**config.mk**
```make
export PLATFORM = sky130hd
export DESIGN_NAME = eager_invalidation_directory_core
export DESIGN_NICKNAME = d
export VERILOG_FILES = /design/src/rtl/core/eid_pkg.sv /design/src/rtl/core/eid_ctrl.sv /design/src/rtl/core/eid_datapath.sv /design/src/rtl/core/eager_invalidation_directory_core.sv
export SDC_FILE = /design/constraint.sdc
export NUM_CORES = 1
export LEC_CHECK = 0
export ABC_AREA = 1
export BUFFER_PORTS_ARGS = -buffer_cell sky130_fd_sc_hd__buf_2
export CAP_MARGIN = 20
export CORE_MARGIN = 1
export CORE_UTILIZATION = 45
export CTS_CLUSTER_SIZE = 40
export DETAILED_ROUTE_END_ITERATION = 16
export GPL_TIMING_DRIVEN = 0
export HOLD_SLACK_MARGIN = 0.05
export PLACE_DENSITY = 0.69
export SLEW_MARGIN = 20
export SYNTH_ARGS = -nofsm -noshare
export SYNTH_HDL_FRONTEND = slang
export SYNTH_SLANG_ARGS = --single-unit
```
**constraint.sdc**
```tcl
create_clock -name clk -period 4.8 [get_ports clk]
set_input_delay 0.24 -clock clk [delete_from_list [all_inputs] [get_ports clk]]
set_output_delay 0.24 -clock clk [all_outputs]
set_load 0.02 [all_outputs]
```
**src/rtl/core/eid_pkg.sv**
```systemverilog
// Shared types, codes and constants of the invalidation directory.
`timescale 1ns / 1ps
package eid_pkg;

  localparam int SITES_DEF = 8;   // default number of sites
  localparam int ID_W      = 3;   // site id width
  localparam int OP_W      = 3;
  localparam int KIND_W    = 3;
  localparam int MAX_RES   = 16;  // messages kept per transaction
  localparam int CNT_W     = 5;
  localparam int SWP_MAX   = 8;   // site ids reachable through a 3-bit id

  typedef enum logic [OP_W-1:0] {
    OP_REG    = 3'd0,
    OP_DEREG  = 3'd1,
    OP_RDINV  = 3'd2,
    OP_WREQ   = 3'd3,
    OP_WDONE  = 3'd4,
    OP_FAIL   = 3'd5,
    OP_SFAIL  = 3'd6,
    OP_RSVD   = 3'd7
  } op_t;

  typedef enum logic [KIND_W-1:0] {
    KIND_NONE  = 3'd0,
    KIND_INV   = 3'd1,
    KIND_READ  = 3'd2,
    KIND_WRITE = 3'd3,
    KIND_FAIL  = 3'd4
  } kind_t;

  typedef enum logic [1:0] {
    PH_FINISH,
    PH_READ,
    PH_INV,
    PH_WRITE
  } phase_t;

  typedef enum logic [2:0] {
    ST_IDLE,
    ST_EXEC,
    ST_READ,
    ST_INV_PREP,
    ST_INV,
    ST_WRITE,
    ST_FINISH
  } state_t;

  // Commands from controller to datapath
  typedef struct packed {
    logic accept;
    logic exec;
    logic read_step;
    logic inv_prep;
    logic inv_step;
    logic write_step;
    logic finish;
  } cmd_t;

  // Status from datapath to controller
  typedef struct packed {
    phase_t phase;
    logic   read_hit;
    logic   inv_hit;
    logic   slot_ok;
    logic   out_free;
    logic   sweep_last;
    logic   wc_nz;
    logic   rdr_zero;
  } sts_t;

endpackage

```
**src/rtl/core/eid_ctrl.sv**
```systemverilog
// Sequencer for one event: decode, read sweep, invalidate sweep, token, finish.
`timescale 1ns / 1ps
module eid_ctrl import eid_pkg::*; (
  input  logic clk,
  input  logic rst_n,
  input  logic in_valid,
  output logic in_ready,
  input  sts_t sts,
  output cmd_t cmd
);

  state_t state_r, state_nxt;

  // State register
  always_ff @(posedge clk) begin
    if (!rst_n) begin
      state_r <= ST_IDLE;
    end else begin
      state_r <= state_nxt;
    end
  end

  // Next state and commands
  always_comb begin
    state_nxt = state_r;
    cmd       = '0;
    in_ready  = 1'b0;
    case (state_r)
      ST_IDLE: begin
        in_ready = 1'b1;
        if (in_valid) begin
          cmd.accept = 1'b1;
          state_nxt  = ST_EXEC;
        end
      end
      ST_EXEC: begin
        cmd.exec = 1'b1;
        case (sts.phase)
          PH_READ:  state_nxt = ST_READ;
          PH_INV:   state_nxt = ST_INV_PREP;
          PH_WRITE: state_nxt = ST_WRITE;
          default:  state_nxt = ST_FINISH;
        endcase
      end
      ST_READ: begin
        if (!sts.read_hit || sts.slot_ok) begin
          cmd.read_step = 1'b1;
          if (sts.sweep_last) begin
            state_nxt = sts.wc_nz ? ST_INV_PREP : ST_FINISH;
          end
        end
      end
      ST_INV_PREP: begin
        cmd.inv_prep = 1'b1;
        state_nxt    = ST_INV;
      end
      ST_INV: begin
        if (!sts.inv_hit || sts.slot_ok) begin
          cmd.inv_step = 1'b1;
          if (sts.sweep_last) begin
            state_nxt = sts.rdr_zero ? ST_WRITE : ST_FINISH;
          end
        end
      end
      ST_WRITE: begin
        if (sts.slot_ok) begin
          cmd.write_step = 1'b1;
          state_nxt      = ST_FINISH;
        end
      end
      ST_FINISH: begin
        if (sts.out_free) begin
          cmd.finish = 1'b1;
          state_nxt  = ST_IDLE;
        end
      end
      default: state_nxt = ST_IDLE;
    endcase
  end

endmodule

```
**src/rtl/core/eid_datapath.sv**
```systemverilog
// Directory state, writer queue, message staging and output register.
`timescale 1ns / 1ps
module eid_datapath import eid_pkg::*; #(
  parameter int SITES = SITES_DEF
) (
  input  logic              clk,
  input  logic              rst_n,
  input  logic              cfg_wr_en,
  input  logic [ID_W-1:0]   cfg_wr_data,
  input  logic [OP_W-1:0]   in_op,
  input  logic [ID_W-1:0]   in_site,
  input  logic              out_ready,
  output logic              out_valid,
  output logic [ID_W-1:0]   out_dest_site,
  output logic [KIND_W-1:0] out_kind,
  output logic              out_failed,
  output logic              out_last,
  input  cmd_t              cmd,
  output sts_t              sts
);

  localparam int CW  = $clog2(SITES + 1);
  localparam int NSW = (SITES < SWP_MAX) ? SITES : SWP_MAX;

  typedef logic [SITES-1:0] mask_t;

  mask_t             reg_r, reg_nxt, rdr_r, rdr_nxt;
  logic [ID_W-1:0]   q_r [SITES];
  logic [ID_W-1:0]   q_nxt [SITES];
  logic [CW-1:0]     wc_r, wc_nxt;
  logic              perm_r, perm_nxt;
  logic [OP_W-1:0]   op_r;
  logic [ID_W-1:0]   site_r;
  logic              wv_r, wv_nxt;
  logic [ID_W-1:0]   p_r, p_nxt;
  logic [CNT_W-1:0]  cnt_r, cnt_nxt;
  logic              pend_v_r, pend_v_nxt;
  logic [ID_W-1:0]   pend_dest_r, pend_dest_nxt;
  kind_t             pend_kind_r, pend_kind_nxt;
  logic              ov_r, ov_nxt;
  logic [ID_W-1:0]   od_r, od_nxt;
  kind_t             ok_r, ok_nxt;
  logic              ol_r, ol_nxt;
  logic              of_r, of_nxt;

  mask_t             site_bit, q0_bit, cfg_bit, rdr_clr;
  logic [SWP_MAX-1:0] reg8, rdr8;
  logic [SITES-1:0]  match, shift_en;
  logic              found, ev_ok, wc_nz, out_free, read_hit, inv_hit, sweep_last;
  logic              offer, load_out, do_shift;
  logic [ID_W-1:0]   msg_dest;
  kind_t             msg_kind;
  phase_t            phase;

  // Decode helpers
  assign site_bit   = mask_t'(1) << site_r;
  assign q0_bit     = mask_t'(1) << q_r[0];
  assign cfg_bit    = mask_t'(1) << cfg_wr_data;
  assign rdr_clr    = rdr_r & ~site_bit;
  assign ev_ok      = (int'(site_r) < SITES) && (op_r != OP_RSVD);
  assign wc_nz      = (wc_r != '0);
  assign out_free   = !ov_r || out_ready;
  assign sweep_last = (p_r == ID_W'(NSW - 1));
  assign read_hit   = reg8[p_r] && !(wv_r && (p_r == site_r));
  assign inv_hit    = rdr8[p_r];

  // Narrow views of the masks for the sweep
  always_comb begin
    reg8 = '0;
    rdr8 = '0;
    for (int i = 0; i < NSW; i++) begin
      reg8[i] = reg_r[i];
      rdr8[i] = rdr_r[i];
    end
  end

  // First queue entry holding the event's site, and the shift mask behind it
  always_comb begin
    logic acc;
    acc = 1'b0;
    for (int i = 0; i < SITES; i++) begin
      match[i]    = (q_r[i] == site_r) && (CW'(i) < wc_r);
      acc         = acc | match[i];
      shift_en[i] = acc;
    end
    found = acc;
  end

  // Event handling, sweeps and message staging
  always_comb begin
    reg_nxt       = reg_r;
    rdr_nxt       = rdr_r;
    wc_nxt        = wc_r;
    perm_nxt      = perm_r;
    wv_nxt        = wv_r;
    p_nxt         = p_r;
    cnt_nxt       = cnt_r;
    pend_v_nxt    = pend_v_r;
    pend_dest_nxt = pend_dest_r;
    pend_kind_nxt = pend_kind_r;
    ov_nxt        = ov_r && !out_ready;
    od_nxt        = od_r;
    ok_nxt        = ok_r;
    ol_nxt        = ol_r;
    of_nxt        = of_r;
    q_nxt         = q_r;
    offer         = 1'b0;
    load_out      = 1'b0;
    do_shift      = 1'b0;
    msg_dest      = site_r;
    msg_kind      = KIND_NONE;
    phase         = PH_FINISH;

    if (cmd.accept) begin
      cnt_nxt = '0;
    end

    // Decode one event and update the directory
    if (cmd.exec && ev_ok) begin
      if (perm_r) begin
        if (op_r != OP_SFAIL) begin
          offer    = 1'b1;
          msg_kind = KIND_FAIL;
        end
      end else begin
        case (op_t'(op_r))
          OP_REG: begin
            reg_nxt = reg_r | site_bit;
            if (!wc_nz) begin
              rdr_nxt  = rdr_r | site_bit;
              offer    = 1'b1;
              msg_kind = KIND_READ;
            end
          end
          OP_DEREG, OP_SFAIL: begin
            if ((rdr_r == '0) && wc_nz && (q_r[0] == site_r)) begin
              rdr_nxt  = '0;
              wc_nxt   = '0;
              perm_nxt = 1'b1;
            end else begin
              reg_nxt = reg_r & ~site_bit;
              if (found) begin
                do_shift = 1'b1;
                wc_nxt   = wc_r - CW'(1);
              end
              if ((rdr_r & site_bit) != '0) begin
                rdr_nxt = rdr_clr;
                if (rdr_clr == '0) begin
                  if (wc_nxt != '0) begin
                    phase = PH_WRITE;
                  end else begin
                    phase  = PH_READ;
                    wv_nxt = 1'b0;
                  end
                end
              end
            end
          end
          OP_RDINV: begin
            if ((rdr_r & site_bit) != '0) begin
              rdr_nxt = rdr_clr;
              if (rdr_clr == '0) begin
                if (wc_nz) begin
                  phase = PH_WRITE;
                end else begin
                  phase  = PH_READ;
                  wv_nxt = 1'b0;
                end
              end
            end
          end
          OP_WREQ: begin
            if (wc_r < CW'(SITES)) begin
              for (int i = 0; i < SITES; i++) begin
                if (CW'(i) == wc_r) q_nxt[i] = site_r;
              end
              wc_nxt = wc_r + CW'(1);
              if (!wc_nz) phase = PH_INV;
            end
          end
          OP_WDONE: begin
            if (wc_nz && (q_r[0] == site_r)) begin
              do_shift = 1'b1;
              wc_nxt   = wc_r - CW'(1);
              phase    = PH_READ;
              wv_nxt   = 1'b1;
            end
          end
          OP_FAIL: begin
            rdr_nxt  = '0;
            wc_nxt   = '0;
            perm_nxt = 1'b1;
          end
          default: ;
        endcase
      end
    end

    if (cmd.exec) begin
      p_nxt = '0;
    end

    // Shift the queue down over the removed entry
    if (do_shift) begin
      for (int i = 0; i < SITES - 1; i++) begin
        if (shift_en[i] || (op_r == OP_WDONE)) q_nxt[i] = q_r[i + 1];
      end
    end

    // Read token sweep over registered sites
    if (cmd.read_step) begin
      if (read_hit) begin
        offer    = 1'b1;
        msg_dest = p_r;
        msg_kind = KIND_READ;
      end
      if (sweep_last) rdr_nxt = rdr_r | reg_r;
      else            p_nxt   = p_r + ID_W'(1);
    end

    // Drop the head writer from the readers
    if (cmd.inv_prep) begin
      rdr_nxt = rdr_r & ~q0_bit;
      p_nxt   = '0;
    end

    // Invalidate sweep over valid readers
    if (cmd.inv_step) begin
      if (inv_hit) begin
        offer    = 1'b1;
        msg_dest = p_r;
        msg_kind = KIND_INV;
      end
      if (!sweep_last) p_nxt = p_r + ID_W'(1);
    end

    if (cmd.write_step) begin
      offer    = 1'b1;
      msg_dest = q_r[0];
      msg_kind = KIND_WRITE;
    end

    // Stage a message one behind so the final one can be marked
    if (offer && (cnt_r < CNT_W'(MAX_RES))) begin
      cnt_nxt = cnt_r + CNT_W'(1);
      if (pend_v_r) begin
        load_out = 1'b1;
        od_nxt   = pend_dest_r;
        ok_nxt   = pend_kind_r;
        ol_nxt   = 1'b0;
      end
      pend_v_nxt    = 1'b1;
      pend_dest_nxt = msg_dest;
      pend_kind_nxt = msg_kind;
    end

    // Close the transaction with the staged message or a none reply
    if (cmd.finish) begin
      load_out   = 1'b1;
      od_nxt     = pend_v_r ? pend_dest_r : site_r;
      ok_nxt     = pend_v_r ? pend_kind_r : KIND_NONE;
      ol_nxt     = 1'b1;
      pend_v_nxt = 1'b0;
    end

    // Capture the failed flag with each message
    if (load_out) begin
      ov_nxt = 1'b1;
      of_nxt = perm_r;
    end

    // Re-seed the directory on a home site write
    if (cfg_wr_en) begin
      reg_nxt  = cfg_bit;
      rdr_nxt  = cfg_bit;
      wc_nxt   = '0;
      perm_nxt = 1'b0;
    end
  end

  // Control registers
  always_ff @(posedge clk) begin
    if (!rst_n) begin
      reg_r    <= mask_t'(1);
      rdr_r    <= mask_t'(1);
      wc_r     <= '0;
      perm_r   <= 1'b0;
      pend_v_r <= 1'b0;
      ov_r     <= 1'b0;
      cnt_r    <= '0;
      p_r      <= '0;
      wv_r     <= 1'b0;
    end else begin
      reg_r    <= reg_nxt;
      rdr_r    <= rdr_nxt;
      wc_r     <= wc_nxt;
      perm_r   <= perm_nxt;
      pend_v_r <= pend_v_nxt;
      ov_r     <= ov_nxt;
      cnt_r    <= cnt_nxt;
      p_r      <= p_nxt;
      wv_r     <= wv_nxt;
    end
  end

  // Payload registers
  always_ff @(posedge clk) begin
    if (cmd.accept) begin
      op_r   <= in_op;
      site_r <= in_site;
    end
    pend_dest_r <= pend_dest_nxt;
    pend_kind_r <= pend_kind_nxt;
    od_r        <= od_nxt;
    ok_r        <= ok_nxt;
    ol_r        <= ol_nxt;
    of_r        <= of_nxt;
    q_r         <= q_nxt;
  end

  assign out_valid     = ov_r;
  assign out_dest_site = od_r;
  assign out_kind      = ok_r;
  assign out_failed    = of_r;
  assign out_last      = ol_r;

  always_comb begin
    sts            = '0;
    sts.phase      = phase;
    sts.read_hit   = read_hit;
    sts.inv_hit    = inv_hit;
    sts.slot_ok    = !pend_v_r || out_free;
    sts.out_free   = out_free;
    sts.sweep_last = sweep_last;
    sts.wc_nz      = wc_nz;
    sts.rdr_zero   = (rdr_r == '0);
  end

  a_wc_bound: assert property (@(posedge clk) disable iff (!rst_n)
    wc_r <= CW'(SITES)) else $error("writer count beyond queue depth");
  a_rdr_sub: assert property (@(posedge clk) disable iff (!rst_n)
    (rdr_r & ~reg_r) == '0) else $error("reader not registered");
  a_fail_clean: assert property (@(posedge clk) disable iff (!rst_n)
    perm_r |-> (rdr_r == '0 && wc_r == '0)) else $error("failed entity holds state");
  a_finish_drain: assert property (@(posedge clk) disable iff (!rst_n)
    cmd.finish |=> (!pend_v_r && ov_r && ol_r)) else $error("final message not delivered");

endmodule

```
**src/rtl/core/eager_invalidation_directory_core.sv**
```systemverilog
// Sequence per transaction: idle, decode and finish, with a read sweep and an invalidate
// sweep over the sites, a step to prepare the invalidate sweep and one for a write token.
// Transactions are handled one at a time: a new one is accepted only when idle.
// Results leave through an output register, so the last result may wait for out_ready.
// Reset (rst_n, synchronous, low): home site 0 registered and reader, queue empty.
`timescale 1ns / 1ps
module eager_invalidation_directory_core import eid_pkg::*; #(
  parameter int SITES = SITES_DEF
) (
  input  logic              clk,
  input  logic              rst_n,
  input  logic              cfg_wr_en,
  input  logic [ID_W-1:0]   cfg_wr_data,
  input  logic              in_valid,
  output logic              in_ready,
  input  logic [OP_W-1:0]   in_op,
  input  logic [ID_W-1:0]   in_site,
  output logic              out_valid,
  input  logic              out_ready,
  output logic [ID_W-1:0]   out_dest_site,
  output logic [KIND_W-1:0] out_kind,
  output logic              out_failed,
  output logic              out_last
);

  cmd_t cmd;
  sts_t sts;

  eid_ctrl u_ctrl (
    .clk      (clk),
    .rst_n    (rst_n),
    .in_valid (in_valid),
    .in_ready (in_ready),
    .sts      (sts),
    .cmd      (cmd)
  );

  eid_datapath #(.SITES(SITES)) u_dp (
    .clk           (clk),
    .rst_n         (rst_n),
    .cfg_wr_en     (cfg_wr_en),
    .cfg_wr_data   (cfg_wr_data),
    .in_op         (in_op),
    .in_site       (in_site),
    .out_ready     (out_ready),
    .out_valid     (out_valid),
    .out_dest_site (out_dest_site),
    .out_kind      (out_kind),
    .out_failed    (out_failed),
    .out_last      (out_last),
    .cmd           (cmd),
    .sts           (sts)
  );

endmodule
```
After elaboration in Yosys (flattened, before gate mapping)
Index checks and enable logic that the tools add are counted.
{ "word_totals": {"reg_bits": 79, "inputBits": 14, "out_inout_bits": 10, "elab_cells": 319} }
{ "classes": {"addsub": 4, "magnitude_cmp": 11, "eq_ne": 52, "shift": 3, "n_mux": 147, "bitwise_logic": 18, "n_reduce_logical": 58} }
{ "op_table": {"columns": ["cell", "count"], "rows": [
  ["$mux 3", 50],
  ["$mux 8", 13],
  ["$mux 24", 4],
  ["$mux 1", 45],
  ["$and 8x8->8", 4],
  ["$mux 4", 8],
  ["$pmux 8 s4", 1],
  ["$eq 3x3->1", 9],
  ["$mux 2", 13],
  ["$ne 2x1->1 const B", 12],
  ["$or 8x8->8", 3],
  ["$shl 1x3->8 const A", 3],
  ["$eq 3x3->1 const B", 7],
  ["$mux 21", 1],
  ["$pmux 3 s7", 1],
  ["$eq 3x4->1 const A", 4],
  ["$logic_and 1x1->1", 16],
  ["$logic_not 8->1", 2],
  ["$lt 3x4->1 const A", 4],
  ["$not 8->8", 2],
  ["$pmux 4 s4", 1],
  ["$pmux 8 s2", 1],
  ["$eq 3x2->1 const B", 4],
  ["$reduce_bool 4->1", 3],
  ["other kinds (37)", 82]
]} }

Depth between registers and ports, before layout
{ "depth": {"depth_word": 25, "ltp_mapped": 23} }

Cells and area by module
Synthesis repeated with hierarchy kept, for this count alone.
{ "hier_totals": {"hier_cells": 816, "hier_area_um2": 5505.3} }
{ "modules_own_cells": {"columns": ["mod", "instances", "cells_per_inst", "area_each_um2", "seq_area_each_um2"], "rows": [
  ["eid_datapath", 1, 739, 5039.8, 1741.7],
  ["eid_ctrl", 1, 77, 465.4, 60.1]
]} }

Least setup slack after synthesis
OpenSTA, ideal clock, no wires.
{ "synth_timing": {"kind": "reg-to-reg", "startpoint": "register u_dp.wc_r[0]", "endpoint": "register u_ctrl.state_r[2]", "setup_time_ns": 0.128, "arrival_time_ns": 2.840, "t_required_ns": 4.672, "path_slack_ns": 1.832, "path_stages_with_launch": 24, "synth_period_minus_slack_ns": 2.968, "path_cell_list": "dfxtp_1 inv_1 ha_1 nand2_2 nor2_4 nor2_2 nand2_4 nand4_4 nor2_2 nand4_2 nand2_1 nand2_1 nand2_1 inv_1 nand2_1 nand2_1 nand2_1 nand2_1 a21oi_1 ha_1 a22oi_1 nand4_1 a21oi_1 nor2_1"} }
{ "synth_between": {"elab_chain_len": 25, "word_cells_on_any_way": 56} }
{ "synth_rtl": {"columns": ["item", "line_no", "rtl"], "rows": [
  ["start, declared", "eid_datapath.sv:30", "logic [CW-1:0] wc_r, wc_nxt;"],
  ["start signal, assigned", "eid_datapath.sv:296", "wc_r <= wc_nxt;"],
  ["$lt 1x4->1", "eid_datapath.sv:82", "match[i] = (q_r[i] == site_r) && (CW'(i) < wc_r);"],
  ["$logic_and 1x1->1", "eid_datapath.sv:82", null],
  ["$or 1x1->1 (7 in a row)", "eid_datapath.sv:83", "acc = acc | match[i];"],
  ["$mux 4", "eid_datapath.sv:142", "if (found) begin"],
  ["$mux 4", "eid_datapath.sv:136", "if ((rdr_r == '0) && wc_nz && (q_r[0] == site_r)) begin"],
  ["$mux 4", "eid_datapath.sv:126", "case (op_t'(op_r))"],
  ["$mux 4", "eid_datapath.sv:120", "if (perm_r) begin"],
  ["$mux 4", "eid_datapath.sv:119", "if (cmd.exec && ev_ok) begin"],
  ["[... 3 more ...]", null, null],
  ["$mux 2", "eid_datapath.sv:146", "if ((rdr_r & site_bit) != '0) begin"],
  ["$mux 2", "eid_datapath.sv:136", null],
  ["$pmux 2 s4", "eid_datapath.sv:126", null],
  ["$mux 2", "eid_datapath.sv:120", null],
  ["$mux 2", "eid_datapath.sv:119", null],
  ["$eq 2x2->1 or $eq 2x1->1 (tied branches)", "eid_ctrl.sv:38", "case (sts.phase)"],
  ["$pmux 3 s3", "eid_ctrl.sv:38", null],
  ["$pmux 3 s7 (*)", "eid_ctrl.sv:28", "case (state_r)"],
  ["end signal, assigned", "eid_ctrl.sv:19", "state_r <= state_nxt;"],
  ["end, declared", "eid_ctrl.sv:12", "state_t state_r, state_nxt;"]
]} }
Every way passes the cells marked *; elsewhere a longest branch is shown, timed or not. The select of a mux whose other input is x is not followed.
A chain may end at the register's enable or synchronous reset.

Final worst setup path
Ends and elaborated chain as after synthesis.

==> out/qor.txt <==
Syn-to-layout area delta -> 11.17%
Syn Area/Cell -> 6.816 sq um
Iteration-0 DRC count of the detailed router -> 553
DRC violations left -> 0
P_leak -> 0.002566 uW
H-tree depth -> 3
Initial antenna violation count -> 0
Power share of the combinational group -> 0.396
YS warnings -> 0
CTS tree -> yes
Final wirelength -> 15330 um
Vias post-DR -> 5380
Final nets -> 834
Power per cell area -> 458.7 nW/um^2
Main synth FF type -> dfxtp_1
CP Max Fanout -> 7
Post-CTS Resized -> 0
Crit path buf inv count -> 2
Worst stage delay on the critical path -> 0.37 ns
Sum Neg Setup Slack -> 0 ns
Die footprint -> 12210 sq um
Post-CTS setup buffer count -> 0
First-pass GRT wire length -> 25340 um
Startpoint types -> flip-flop
Hold-fix buffers, CTS -> 0
Mapped Nets -> 801
Switching share of power -> 0.4108
Slowest stage cell, crit path -> a21oi_1
Post-synthesis sequential area ratio -> 0.3402
Clock Latency Late Sink -> 0.35 ns
Vias in the first global route -> 5014
DR pass1 iterations -> 5
Hold Crit Class -> in -> reg
Final Cycle Share -> 0.8109
Root Buffer -> clkbuf_16
PortBufs -> 22
Cts bufs inserted -> 9
# diodes -> 0
DP HPWL -> 11630 um
Synth Cell Area -> 5296 sq um
Number of synthesized flops with an enable pin -> 22
Routed WL per cell -> 16.02 um
Dpl ws -> 0.9225 ns
Setup ws final -> 0.9075 ns
Ports -> 24
DIE HEIGHT -> 110.5 um
Clock skew -> 0.006957 ns
Most used cell, CP -> nand2_1
Post-synthesis cell count -> 777
Max Buffers Root-to-Sink -> 2
Die X-Extent -> 110.5 um
#FFs+latches synth -> 79
Setup CP Type -> reg -> reg
DR vias/cell -> 5.622
Ys async rst share -> 0
Max-cap violations -> 0
Global route overflow -> 0
Arr. time, crit path -> 4.10 ns
Largest net degree at the start of global routing -> 14
Worst Path Required -> 5.01 ns
Status -> complete, no violations
Clk pwr share -> 0.264
Final setup fails -> 0
Least-Margin Pin Slew -> 0.8343 ns
Internal -> 1591 uW
Synth unique cells -> 51
Crit path max-delay family -> simple AND/OR/NAND/NOR gates
Crit path capture type -> flip-flop
Post-route ant nets -> 0
GP Congestion -> 0.9587
Net Sw Power -> 1110 uW
Final min period -> 3.893 ns
Share of layout cells above drive strength 1 -> 0.1057
Overall routing resource usage -> 0.2609
Slew Viols, Final -> 0
Initial Util -> 0.4619
CTS clk-pin slew, worst paths -> 0.06 ns
Slew HR -> 0.4417
Maximum clock rate -> 0.2569 GHz
CTS Sinks -> 79
Peak supply drop -> 0.2465 mV
CORE AREA -> 11470 sq um
Fin. Hold Viols -> 0
Reg power frac -> 0.340
Std cell rows -> 39
Unrepaired setup endpoints after global routing -> false
Worst-path cell chain -> inv_1, ha_1, nand2_2, nor2_4, nor2_2, nand2_4, nand4_4, nor2_2, nand4_2, nand2_1, nand2_1, nand2_1, inv_1, nand2_1, nand2_1, nand2_1, nand2_1, a21oi_1, ha_1, a22oi_1, nand4_1, a21oi_1, nor2_1
[cell usage in the layout (no fill, tap or decap), types with 3 or more instances in the layout]
cell type,count
nand2_1,186
inv_1,93
nor2_1,85
o21ai_0,71
dfxtp_1,57
a21oi_1,52
nand3_1,43
buf_2,32
edfxtp_1,22
nand4_1,20
nor3_1,16
o211ai_1,12
xnor2_1,10
o21ai_1,10
ha_1,10
clkbuf_16,9
o311ai_0,7
inv_2,6
clkbuf_1,5
a211oi_1,5
buf_6,4
or2_2,4
nor2_4,3
o22ai_1,3
nor2_2,3
a21oi_2,3
a31oi_1,3
[power groups by stage]
stage / Sequential [uW] / Combinational, uW / Clock (uW)
finish: 918 / 1070 / 713
global route: 932 / 1200 / 758
CTS: 914 / 1050 / 724
detailed placement: 927 / 1050 / 0
global placement: 924 / 1030 / 0
floorplan: 911 / 778 / 0
[Yosys cell counts, types with 2 or more instances]
master	count	area [sq um]
nand2_1	186	698.2
inv_1	93	349.1
nor2_1	85	319.1
o21ai_0	71	355.3
dfxtp_1	57	1141
a21oi_1	52	260.3
nand3_1	43	215.2
edfxtp_1	22	660.6
nand4_1	20	125.1
nor3_1	16	80.08
o211ai_1	12	90.09
buf_2	10	50.05
ha_1	10	125.1
o21ai_1	10	50.05
xnor2_1	10	87.58
o311ai_0	7	61.31
inv_2	6	22.52
a211oi_1	5	37.54
buf_6	4	45.04
clkbuf_1	4	15.01
or2_2	4	25.02
a21oi_2	3	26.28
a31oi_1	3	18.77
nor2_2	3	18.77
nor2_4	3	33.78
o22ai_1	3	18.77
a22oi_1	2	15.01
a31oi_2	2	25.02
and3_1	2	12.51
nand2_2	2	12.51
nand2_4	2	22.52
nand4_2	2	25.02
nor4_1	2	12.51
o2111ai_1	2	17.52
o32ai_1	2	17.52
xor2_1	2	17.52
[worst paths after layout]
check                                    endpoint  slack (ns)           from  depth (start not counted)
worst max register to register  u_ctrl.state_r[2]        0.91   u_dp.wc_r[0]                         23
worst min-delay path                 u_dp.op_r[0]        0.07       in_op[0]                          1
worst min register to register      u_dp.out_last        0.45  u_dp.out_last                          2
worst max-delay path            u_ctrl.state_r[2]        0.91   u_dp.wc_r[0]                         23
[kinds of logic after synthesis]
logic type | Yosys count | share of synthesized area
AND/OR/NAND/NOR | 376 | 0.3208
AO/OA/AOI/OAI | 181 | 0.2015
buffers and inverters | 118 | 0.09213
flip-flops | 79 | 0.3402
XOR/XNOR | 12 | 0.01984
adder cells (fa/ha/maj) | 10 | 0.02362
multiplexers | 1 | 0.001890
[per-stage QoR]
step	cell area, sq um	total power (uW)	hold WS [ns]	util	cells
after floorplan	5296	1689	0.3389	-	777
after global placement	5585	1949	0.4167	0.4871	942
after detailed placement	5585	1977	0.4185	0.4871	942
after CTS	5888	2692	0.05877	0.5135	957
after global routing	5888	2886	0.06575	0.5135	957
final	5888	2701	0.06879	0.5135	957
[cell type report]
class | count | area (sq um)
clock inverters | 5 | 73.82
clock buffers | 10 | 229.0
repair buffers | 22 | 110.1
inverters | 100 | 377.9
flip-flops and latches | 79 | 1802
fillers | 1138 | 5579
well taps | 143 | 178.9
multi-input cells | 580 | 3007
plain buffers | 18 | 110.1
[routing by layer]
layer / GRT usage / wire, um
met3: 0.03732 / 999
met2: 0.3921 / 6640
met5: 0 / 0
met4: 0.1227 / 404
met1: 0.3679 / 7285
(Power assumes the default switching activity.)
